`config.mk`:
```
export PLATFORM = sky130hd
export DESIGN_NAME = stack_machine_instruction_executor
export DESIGN_NICKNAME = d
export VERILOG_FILES = /design/src/smie_pkg.sv /design/src/smie_div.sv /design/src/smie_dpath.sv /design/src/smie_ctrl.sv /design/src/stack_machine_instruction_executor.sv
export SDC_FILE = /design/constraint.sdc
export NUM_CORES = 2
export LEC_CHECK = 0
export BUFFER_PORTS_ARGS = -buffer_cell sky130_fd_sc_hd__buf_2
export CAP_MARGIN = 15
export CORE_MARGIN = 5
export CORE_UTILIZATION = 30
export DETAILED_ROUTE_END_ITERATION = 8
export GPL_ROUTABILITY_DRIVEN = 0
export PLACE_DENSITY = 0.54
export SLEW_MARGIN = 20
export SYNTH_ARGS = -nofsm -noshare
export SYNTH_HDL_FRONTEND = slang
export SYNTH_HIERARCHICAL = 1
export SYNTH_SLANG_ARGS = --single-unit
export TNS_END_PERCENT = 5
```
`constraint.sdc`:
```
create_clock -name clock -period 7.55 [get_ports clock]
set_input_delay 0.3775 -clock clock [delete_from_list [all_inputs] [get_ports clock]]
set_output_delay 0.3775 -clock clock [all_outputs]
set_load 0.02 [all_outputs]
```
`src/smie_pkg.sv`:
```
`timescale 1ns / 1ps
// ----------------------------------------------------------------------------
// smie_pkg: shared types and constants of the stack machine executor
// Opcodes, status codes, write kinds and the controller/datapath link.
// ----------------------------------------------------------------------------
package smie_pkg;

   localparam int DataW = 32;

   localparam logic [7:0] OP_HALT  = 8'd0;
   localparam logic [7:0] OP_PUSHC = 8'd1;
   localparam logic [7:0] OP_ADD   = 8'd2;
   localparam logic [7:0] OP_SUB   = 8'd3;
   localparam logic [7:0] OP_MUL   = 8'd4;
   localparam logic [7:0] OP_DIV   = 8'd5;
   localparam logic [7:0] OP_MOD   = 8'd6;
   localparam logic [7:0] OP_RDINT = 8'd7;
   localparam logic [7:0] OP_WRINT = 8'd8;
   localparam logic [7:0] OP_RDCHR = 8'd9;
   localparam logic [7:0] OP_WRCHR = 8'd10;

   localparam logic [2:0] ST_OK      = 3'd0;
   localparam logic [2:0] ST_DIVZERO = 3'd1;
   localparam logic [2:0] ST_UNDER   = 3'd2;
   localparam logic [2:0] ST_OVER    = 3'd3;
   localparam logic [2:0] ST_HALTED  = 3'd4;
   localparam logic [2:0] ST_UNKNOWN = 3'd5;

   localparam logic [1:0] WK_NONE = 2'd0;
   localparam logic [1:0] WK_INT  = 2'd1;
   localparam logic [1:0] WK_CHR  = 2'd2;

   typedef struct packed {
      logic load;
      logic div_start;
      logic commit;
   } smie_cmd_type;

   typedef struct packed {
      logic need_div;
      logic div_done;
      logic slot_free;
   } smie_stat_type;

endpackage

```
`src/smie_div.sv`:
```
`timescale 1ns / 1ps
// ----------------------------------------------------------------------------
// smie_div: iterative signed divider
// Restoring division, one quotient bit per cycle, truncating toward zero.
// ----------------------------------------------------------------------------
module smie_div (
   input  logic                      clock,
   input  logic                      reset,
   input  logic                      start,
   input  logic                      is_mod,
   input  logic [smie_pkg::DataW-1:0] dividend,
   input  logic [smie_pkg::DataW-1:0] divisor,
   output logic                      done,
   output logic [smie_pkg::DataW-1:0] result
);
   import smie_pkg::*;

   localparam int CntW = $clog2(DataW + 1);

   logic             busy_ff;
   logic             done_ff;
   logic [CntW-1:0]  cnt_ff;
   logic [DataW-1:0] rem_ff;
   logic [DataW-1:0] quo_ff;
   logic [DataW-1:0] dvs_ff;
   logic             neg_q_ff;
   logic             neg_r_ff;
   logic             is_mod_ff;

   logic [DataW:0]   shifted;
   logic [DataW:0]   trial;
   logic [DataW-1:0] rem_in;
   logic [DataW-1:0] quo_in;
   logic [DataW-1:0] mag_a;
   logic [DataW-1:0] mag_b;

   assign mag_a   = dividend[DataW-1] ? (~dividend + 1'b1) : dividend;
   assign mag_b   = divisor[DataW-1] ? (~divisor + 1'b1) : divisor;
   assign shifted = {rem_ff, quo_ff[DataW-1]};
   assign trial   = shifted - {1'b0, dvs_ff};

   always_comb begin
      if (trial[DataW]) begin
         rem_in = shifted[DataW-1:0];
         quo_in = {quo_ff[DataW-2:0], 1'b0};
      end else begin
         rem_in = trial[DataW-1:0];
         quo_in = {quo_ff[DataW-2:0], 1'b1};
      end
   end

   always_ff @(posedge clock) begin
      if (reset) begin
         busy_ff <= 1'b0;
         done_ff <= 1'b0;
         cnt_ff  <= '0;
      end else if (start) begin
         busy_ff <= 1'b1;
         done_ff <= 1'b0;
         cnt_ff  <= CntW'(DataW);
      end else if (busy_ff) begin
         cnt_ff <= cnt_ff - 1'b1;
         if (cnt_ff == CntW'(1)) begin
            busy_ff <= 1'b0;
            done_ff <= 1'b1;
         end
      end
   end

   always_ff @(posedge clock) begin
      if (start) begin
         rem_ff    <= '0;
         quo_ff    <= mag_a;
         dvs_ff    <= mag_b;
         neg_q_ff  <= dividend[DataW-1] ^ divisor[DataW-1];
         neg_r_ff  <= dividend[DataW-1];
         is_mod_ff <= is_mod;
      end else if (busy_ff) begin
         rem_ff <= rem_in;
         quo_ff <= quo_in;
      end
   end

   always_comb begin
      if (is_mod_ff) begin
         result = neg_r_ff ? (~rem_ff + 1'b1) : rem_ff;
      end else begin
         result = neg_q_ff ? (~quo_ff + 1'b1) : quo_ff;
      end
   end

   assign done = done_ff;

endmodule

```
`src/smie_dpath.sv`:
```
`timescale 1ns / 1ps
// ----------------------------------------------------------------------------
// smie_dpath: stack machine datapath
// Operand stack memory, depth count, halt flag, ALU and response register.
// ----------------------------------------------------------------------------
module smie_dpath #(
   parameter int STACK_DEPTH = 16
) (
   input  logic                       clock,
   input  logic                       reset,
   input  smie_pkg::smie_cmd_type     cmd,
   output smie_pkg::smie_stat_type    stat,
   input  logic [7:0]                 req_type,
   input  logic [23:0]                req_immediate,
   input  logic signed [31:0]         req_read_value,
   input  logic [7:0]                 req_read_char,
   output logic                       rsp_valid,
   input  logic                       rsp_ready,
   output logic [1:0]                 rsp_write_kind,
   output logic signed [31:0]         rsp_write_value,
   output logic [2:0]                 rsp_status,
   output logic                       rsp_halted
);
   import smie_pkg::*;

   localparam int AW = (STACK_DEPTH > 1) ? $clog2(STACK_DEPTH) : 1;
   localparam int CW = $clog2(STACK_DEPTH + 1);

   logic [DataW-1:0] stack_ff [STACK_DEPTH];
   logic [DataW-1:0] top_rd_ff;
   logic [DataW-1:0] sec_rd_ff;
   logic [CW-1:0]    count_ff;
   logic [CW-1:0]    count_in;
   logic             halt_flag_ff;
   logic             halt_flag_in;

   logic [7:0]       op_ff;
   logic [23:0]      imm_ff;
   logic [31:0]      rval_ff;
   logic [7:0]       rchr_ff;

   logic             rsp_valid_ff;
   logic [1:0]       kind_ff;
   logic [DataW-1:0] wval_ff;
   logic [2:0]       status_ff;
   logic             halted_ff;

   logic [CW-1:0]    cnt_m1;
   logic [CW-1:0]    cnt_m2;
   logic [AW-1:0]    top_addr;
   logic [AW-1:0]    sec_addr;
   logic [AW-1:0]    wr_addr;
   logic [DataW-1:0] wr_data;
   logic             wr_en;

   logic             is_push;
   logic             is_bin;
   logic             is_wr;
   logic             is_divop;
   logic [2:0]       status_in;
   logic [1:0]       kind_in;
   logic [DataW-1:0] wval_in;
   logic [DataW-1:0] push_val;
   logic [DataW-1:0] alu_res;
   logic [DataW-1:0] div_res;
   logic             div_done;

   assign cnt_m1   = count_ff - CW'(1);
   assign cnt_m2   = count_ff - CW'(2);
   assign top_addr = cnt_m1[AW-1:0];
   assign sec_addr = cnt_m2[AW-1:0];

   assign is_push  = (op_ff == OP_PUSHC) || (op_ff == OP_RDINT) || (op_ff == OP_RDCHR);
   assign is_divop = (op_ff == OP_DIV) || (op_ff == OP_MOD);
   assign is_bin   = (op_ff == OP_ADD) || (op_ff == OP_SUB) || (op_ff == OP_MUL) || is_divop;
   assign is_wr    = (op_ff == OP_WRINT) || (op_ff == OP_WRCHR);

   always_comb begin
      if (op_ff == OP_PUSHC) begin
         push_val = {{8{imm_ff[23]}}, imm_ff};
      end else if (op_ff == OP_RDINT) begin
         push_val = rval_ff;
      end else begin
         push_val = {{24{rchr_ff[7]}}, rchr_ff};
      end
   end

   always_comb begin
      case (op_ff)
         OP_ADD:  alu_res = sec_rd_ff + top_rd_ff;
         OP_SUB:  alu_res = sec_rd_ff - top_rd_ff;
         OP_MUL:  alu_res = sec_rd_ff * top_rd_ff;
         default: alu_res = div_res;
      endcase
   end

   always_comb begin
      status_in    = ST_OK;
      kind_in      = WK_NONE;
      wval_in      = '0;
      halt_flag_in = halt_flag_ff;
      count_in     = count_ff;
      wr_en        = 1'b0;
      wr_addr      = count_ff[AW-1:0];
      wr_data      = push_val;
      if (halt_flag_ff) begin
         status_in = ST_HALTED;
      end else if (op_ff == OP_HALT) begin
         halt_flag_in = 1'b1;
      end else if (is_push) begin
         if (count_ff == CW'(STACK_DEPTH)) begin
            status_in = ST_OVER;
         end else begin
            wr_en    = 1'b1;
            count_in = count_ff + CW'(1);
         end
      end else if (is_bin) begin
         if (count_ff < CW'(2)) begin
            status_in = ST_UNDER;
         end else if (is_divop && (top_rd_ff == '0)) begin
            status_in = ST_DIVZERO;
            count_in  = cnt_m2;
         end else begin
            wr_en    = 1'b1;
            wr_addr  = sec_addr;
            wr_data  = alu_res;
            count_in = cnt_m1;
         end
      end else if (is_wr) begin
         if (count_ff == '0) begin
            status_in = ST_UNDER;
         end else begin
            count_in = cnt_m1;
            wval_in  = top_rd_ff;
            kind_in  = (op_ff == OP_WRINT) ? WK_INT : WK_CHR;
         end
      end else begin
         status_in = ST_UNKNOWN;
      end
   end

   smie_div u_div (
      .clock    (clock),
      .reset    (reset),
      .start    (cmd.div_start),
      .is_mod   (op_ff == OP_MOD),
      .dividend (sec_rd_ff),
      .divisor  (top_rd_ff),
      .done     (div_done),
      .result   (div_res)
   );

   always_ff @(posedge clock) begin
      if (cmd.commit && wr_en) begin
         stack_ff[wr_addr] <= wr_data;
      end
      top_rd_ff <= stack_ff[top_addr];
      sec_rd_ff <= stack_ff[sec_addr];
   end

   always_ff @(posedge clock) begin
      if (cmd.load) begin
         op_ff   <= req_type;
         imm_ff  <= req_immediate;
         rval_ff <= req_read_value;
         rchr_ff <= req_read_char;
      end
      if (cmd.commit) begin
         kind_ff   <= kind_in;
         wval_ff   <= wval_in;
         status_ff <= status_in;
         halted_ff <= halt_flag_in;
      end
   end

   always_ff @(posedge clock) begin
      if (reset) begin
         count_ff     <= '0;
         halt_flag_ff <= 1'b0;
         rsp_valid_ff <= 1'b0;
      end else begin
         if (cmd.commit) begin
            count_ff     <= count_in;
            halt_flag_ff <= halt_flag_in;
            rsp_valid_ff <= 1'b1;
         end else if (rsp_ready) begin
            rsp_valid_ff <= 1'b0;
         end
      end
   end

   assign stat.need_div  = is_bin && is_divop && (status_in == ST_OK);
   assign stat.div_done  = div_done;
   assign stat.slot_free = !rsp_valid_ff || rsp_ready;

   assign rsp_valid       = rsp_valid_ff;
   assign rsp_write_kind  = kind_ff;
   assign rsp_write_value = wval_ff;
   assign rsp_status      = status_ff;
   assign rsp_halted      = halted_ff;

   a_count_range: assert property (@(posedge clock) disable iff (reset)
      count_ff <= CW'(STACK_DEPTH))
      else $error("stack count beyond depth");

   a_halt_sticky: assert property (@(posedge clock) disable iff (reset)
      halt_flag_ff |=> halt_flag_ff)
      else $error("halt flag dropped");

   a_halted_frozen: assert property (@(posedge clock) disable iff (reset)
      (cmd.commit && halt_flag_ff) |=> $stable(count_ff))
      else $error("stack changed after halt");

endmodule

```
`src/smie_ctrl.sv`:
```
`timescale 1ns / 1ps
// ----------------------------------------------------------------------------
// smie_ctrl: stack machine controller
// Sequences request load, execute, divider wait and response commit.
// ----------------------------------------------------------------------------
module smie_ctrl (
   input  logic                    clock,
   input  logic                    reset,
   input  logic                    req_valid,
   output logic                    req_ready,
   input  smie_pkg::smie_stat_type stat,
   output smie_pkg::smie_cmd_type  cmd
);
   import smie_pkg::*;

   typedef enum logic [1:0] {
      S_IDLE,
      S_EXEC,
      S_DIV
   } state_type;

   state_type state_ff;
   logic      ready_ff;

   always_comb begin
      cmd.load      = (state_ff == S_IDLE) && req_valid && ready_ff;
      cmd.div_start = (state_ff == S_EXEC) && stat.need_div;
      cmd.commit    = ((state_ff == S_EXEC) && !stat.need_div && stat.slot_free) ||
                      ((state_ff == S_DIV) && stat.div_done && stat.slot_free);
   end

   always_ff @(posedge clock) begin
      if (reset) begin
         state_ff <= S_IDLE;
         ready_ff <= 1'b1;
      end else begin
         case (state_ff)
            S_IDLE: begin
               if (req_valid && ready_ff) begin
                  state_ff <= S_EXEC;
                  ready_ff <= 1'b0;
               end
            end
            S_EXEC: begin
               if (stat.need_div) begin
                  state_ff <= S_DIV;
               end else if (stat.slot_free) begin
                  state_ff <= S_IDLE;
                  ready_ff <= 1'b1;
               end
            end
            S_DIV: begin
               if (stat.div_done && stat.slot_free) begin
                  state_ff <= S_IDLE;
                  ready_ff <= 1'b1;
               end
            end
            default: begin
               state_ff <= S_IDLE;
               ready_ff <= 1'b1;
            end
         endcase
      end
   end

   assign req_ready = ready_ff;

   a_ready_idle: assert property (@(posedge clock) disable iff (reset)
      ready_ff |-> (state_ff == S_IDLE))
      else $error("ready outside idle");

   a_cmd_excl: assert property (@(posedge clock) disable iff (reset)
      !(cmd.commit && cmd.div_start))
      else $error("commit and divider start together");

   a_load_exec: assert property (@(posedge clock) disable iff (reset)
      cmd.load |=> (state_ff == S_EXEC))
      else $error("load not followed by execute");

endmodule

```
`src/stack_machine_instruction_executor.sv`:
```
`timescale 1ns / 1ps
// A request is loaded on accept, then executed and committed; the commit sets
// the registered rsp_valid, and only then is the next request accepted. DIV
// and MOD with two operands and a nonzero divisor wait on the divider, which
// yields one quotient bit per cycle. A waiting response with rsp_ready low holds
// the commit and the next accept. Reset clears depth count, halt flag and
// response valid; stack contents are not cleared.
// ----------------------------------------------------------------------------
// stack_machine_instruction_executor: stack machine top level
// One instruction per request on a 32-bit operand stack, one response each.
// ----------------------------------------------------------------------------
module stack_machine_instruction_executor #(
   parameter int STACK_DEPTH = 16
) (
   input  logic               clock,
   input  logic               reset,
   input  logic               req_valid,
   output logic               req_ready,
   input  logic [7:0]         req_type,
   input  logic [23:0]        req_immediate,
   input  logic signed [31:0] req_read_value,
   input  logic [7:0]         req_read_char,
   output logic               rsp_valid,
   input  logic               rsp_ready,
   output logic [1:0]         rsp_write_kind,
   output logic signed [31:0] rsp_write_value,
   output logic [2:0]         rsp_status,
   output logic               rsp_halted
);
   import smie_pkg::*;

   smie_cmd_type  cmd;
   smie_stat_type stat;

   smie_ctrl u_ctrl (
      .clock     (clock),
      .reset     (reset),
      .req_valid (req_valid),
      .req_ready (req_ready),
      .stat      (stat),
      .cmd       (cmd)
   );

   smie_dpath #(
      .STACK_DEPTH (STACK_DEPTH)
   ) u_dpath (
      .clock           (clock),
      .reset           (reset),
      .cmd             (cmd),
      .stat            (stat),
      .req_type        (req_type),
      .req_immediate   (req_immediate),
      .req_read_value  (req_read_value),
      .req_read_char   (req_read_char),
      .rsp_valid       (rsp_valid),
      .rsp_ready       (rsp_ready),
      .rsp_write_kind  (rsp_write_kind),
      .rsp_write_value (rsp_write_value),
      .rsp_status      (rsp_status),
      .rsp_halted      (rsp_halted)
   );

endmodule
```
==> results.md <==
* Status: finished clean
* Layout Area Growth over Synthesis at 16.80%
* Pre-Repair DR Iteration Count at 6
* Die height at 444.4 microns
* Synth Area in Compound Gates at 6.857%
* Clock buffer count from CTS at 92
* CTS tree: yes
* Maximum vdd drop at 0.0001564 V
* Synth async-reset ratio at 0%
* Vias in the first global route at a little over 40000
* Power per Cell Area at 161.1 nW/um^2
* Synth warn at 6
* Commonest cells after routing, fill and taps aside: edfxtp_1, inv_1, fa_1
* Clk root buf: clkbuf_16
* Critical path class: flop to flop
* Startpoint Class: flop
* Post-Synth Simple-Gate Area at 10.74%
* Worst hold slack at 0.1028 ns
* Initial antenna violation count at 10
* Final TNS setup at 0 ns
* Main combinational cell family by area after synthesis: adder cells
* RSZ-0062 raised after global routing: true
* Die ar. at just under 200000 sq um
* Clk_lat worst skew at 0.71 ns
* Commonest non-fill, non-tap cell in the layout: edfxtp_1
* Die Wd at 444.4 microns
* Clk slew on worst S/H paths at 0.06 ns
* GRT Total Usage at a little under a fifth
* HPWL after detailed placement at 136000 microns
* Share of cells above drive strength 1 at between 20% and 30%
* Via density at 5.197
* Post-Synth XOR/XNOR Area at under 10%
* Tot Pwr at between 10 and 15 mW
* Register area share after synthesis at 40.59%
* Critical Path Sink Type: flop
* Starting density of the core at 30.14%
* Worst hold path type: input port to flop
* Leak at 24.66 nW
* Antenna viol nets, final at 0
* Yosys cell types at 90
* Post-synthesis adder-cell area fraction at 18.92%
* Post-route cell area at 66110 sq um
* Core area at roughly 190000 sq um
* Rows at around 160
* H-tree levels at 3
* Peak Freq at 133.1 MHz
* Max-cap violations at 0
* Synthesized flop and latch total at 803
* Clock Skews at 0.03180 ns
* Io pins at 116
* Initial detailed-routing violation count at around 3300
* Vias at 38740
* Cells after Synth at 4593
* Max Slew Vio Count at 0
* Most common cell on crit path: fa_1
* Period utilization at 99.50%
* Nets at 5563
* CTS sink cnt at roughly 800
* Global route overflow at 0
* Fin. Hold Viols at 0
* Critical path peak fanout at 8
* Post-synthesis mux area share at 13.62%
* CTS max path bufs at 3
* Synthesized Nets at 5279
* Crit path arrival time at 7.94 ns
* Pin count of the biggest net entering global routing at 121
* Number of synthesized flops with an enable pin at 689
* Crit path largest cell delay at 0.55 ns
* WP data required at 7.98 ns
* DRC viols at 0
* Most used flip-flop cell after synthesis: edfxtp_1
* Syn Std Cell Area at 56600 sq um
* Placed inst area at 61920 sq um
* Post-DR wirelength/cell at about 25 microns
* Worst slew pin tran at 1.119 ns
* Relative slew slack at roughly a quarter
* Buffers on Ports at 115
* Syn Area/Cell at 12.32 sq um
* Slowest CP cell: fa_1
* Total Wirelength at 186300 microns
* Final setup fails at 0
* Final critical-path required period at 7.512 ns
* First-pass GRT wire length at 273400 microns
routing by layer:
metal / track usage, % / share of wire [%]
met5: 0 / 0.024
met4: 9.487 / 6.2
met3: 3.261 / 6.8
met2: 31.11 / 48
met1: 23.42 / 39
cell type report:
cell class,count,area [sq um]
inverter,459,1725
timing repair buffer,462,3799
fill,18390,121700
multi-input combinational,3059,31380
sequential,803,23020
antenna,5,12.51
clock buffer,119,2486
tap,2495,3122
clock inverter,52,570.5
registers in the layout, indices dropped and copies added (netlist names), 2 cells and up:
| register | cells |
|---|---|
| u_dpath/sec_rd_ff | 32 |
| u_dpath/u_div/cnt_ff | 6 |
| u_dpath/u_div/rem_ff | 32 |
| u_dpath/stack_ff | 512 |
| u_dpath/rval_ff | 32 |
| u_dpath/u_div/quo_ff | 32 |
| u_dpath/imm_ff | 24 |
| u_dpath/count_ff | 5 |
| u_ctrl/state_ff | 2 |
| u_dpath/top_rd_ff | 32 |
| u_dpath/rsp_write_kind | 2 |
| u_dpath/rsp_write_value | 32 |
| u_dpath/u_div/dvs_ff | 32 |
| u_dpath/rchr_ff | 8 |
| u_dpath/op_ff | 8 |
| u_dpath/rsp_status | 3 |
cell usage after synthesis (12+ instances only):
| master | number | share of area [%] |
|---|---|---|
| a211oi_1 | 61 | 0.81 |
| a21o_1 | 26 | 0.34 |
| a21oi_1 | 184 | 1.6 |
| a221oi_1 | 17 | 0.26 |
| a31oi_1 | 18 | 0.20 |
| and2_1 | 348 | 3.8 |
| and3_1 | 15 | 0.17 |
| buf_1 | 26 | 0.17 |
| clkbuf_1 | 231 | 1.5 |
| dfxtp_1 | 114 | 4.0 |
| edfxtp_1 | 689 | 37 |
| fa_1 | 410 | 15 |
| ha_1 | 200 | 4.4 |
| inv_1 | 458 | 3.0 |
| mux2i_1 | 44 | 0.78 |
| mux4_2 | 320 | 13 |
| nand2_1 | 371 | 2.5 |
| nand2b_1 | 24 | 0.27 |
| nand3_1 | 26 | 0.23 |
| nand4_1 | 12 | 0.13 |
| nor2_1 | 219 | 1.5 |
| nor2b_1 | 13 | 0.14 |
| nor3_1 | 40 | 0.35 |
| nor4_1 | 16 | 0.18 |
| o21a_1 | 25 | 0.33 |
| o21ai_0 | 129 | 1.1 |
| o31ai_1 | 39 | 0.52 |
| o41ai_1 | 16 | 0.25 |
| or3_1 | 39 | 0.43 |
| or4_1 | 17 | 0.23 |
| xnor2_1 | 162 | 2.5 |
| xor2_1 | 116 | 1.8 |
per-stage QoR:
step                setup slack, ns  util, %  std cells
floorplan                   0.09292        -       4593
CTS                        -0.01246    35.02       7446
detailed placement          -0.1258    32.97       7202
finish                      0.03804    35.20       7454
global route                -0.1612    35.20       7451
global placement            -0.1436    32.97       7202
kinds of logic after synthesis:
family | count (synthesis)
compound gates | 609
xor+xnor | 279
buf+inv | 731
simple gates | 1192
flops | 803
mux | 369
fa+ha+maj | 610
worst paths after layout:
kind                      startpoint                       end  slack [ns]  depth (start not counted)
max reg2reg     u_dpath/top_rd_ff[2]  u_dpath/stack_ff[13][28]        0.04                         27
max             u_dpath/top_rd_ff[2]  u_dpath/stack_ff[13][28]        0.04                         27
min reg2reg  u_dpath/u_div/cnt_ff[0]   u_dpath/u_div/cnt_ff[0]        0.51                          2
min                        rsp_ready         u_dpath/rsp_valid        0.10                          3
critical path, delay by kind of cell, from the launching register on:
kind	cells	cell delay (ns)
buf+inv	8	0.78
xor+xnor	1	0.12
flops	1	0.36
simple gates	4	0.41
compound gates	5	1.12
fa+ha+maj	9	4.43
where the power goes:
part / switching (mW) / total (mW) / leakage [nW] / internal (mW)
combinational: 0.631 / 1.08 / 16.0 / 0.446
sequential: 0.0900 / 4.99 / 7.22 / 4.90
clock: 1.90 / 4.58 / 1.47 / 2.68
timing repair:
action                                 CTS  global route
hold buffers                            73             0
pin swaps                                2            36
setup buffers                            0             3
setup endpoints to repair               80           240
gates cloned                             0             1
endpoints found under the hold margin   76             0
resized for setup                       11            83
(Power assumes the default switching activity.)
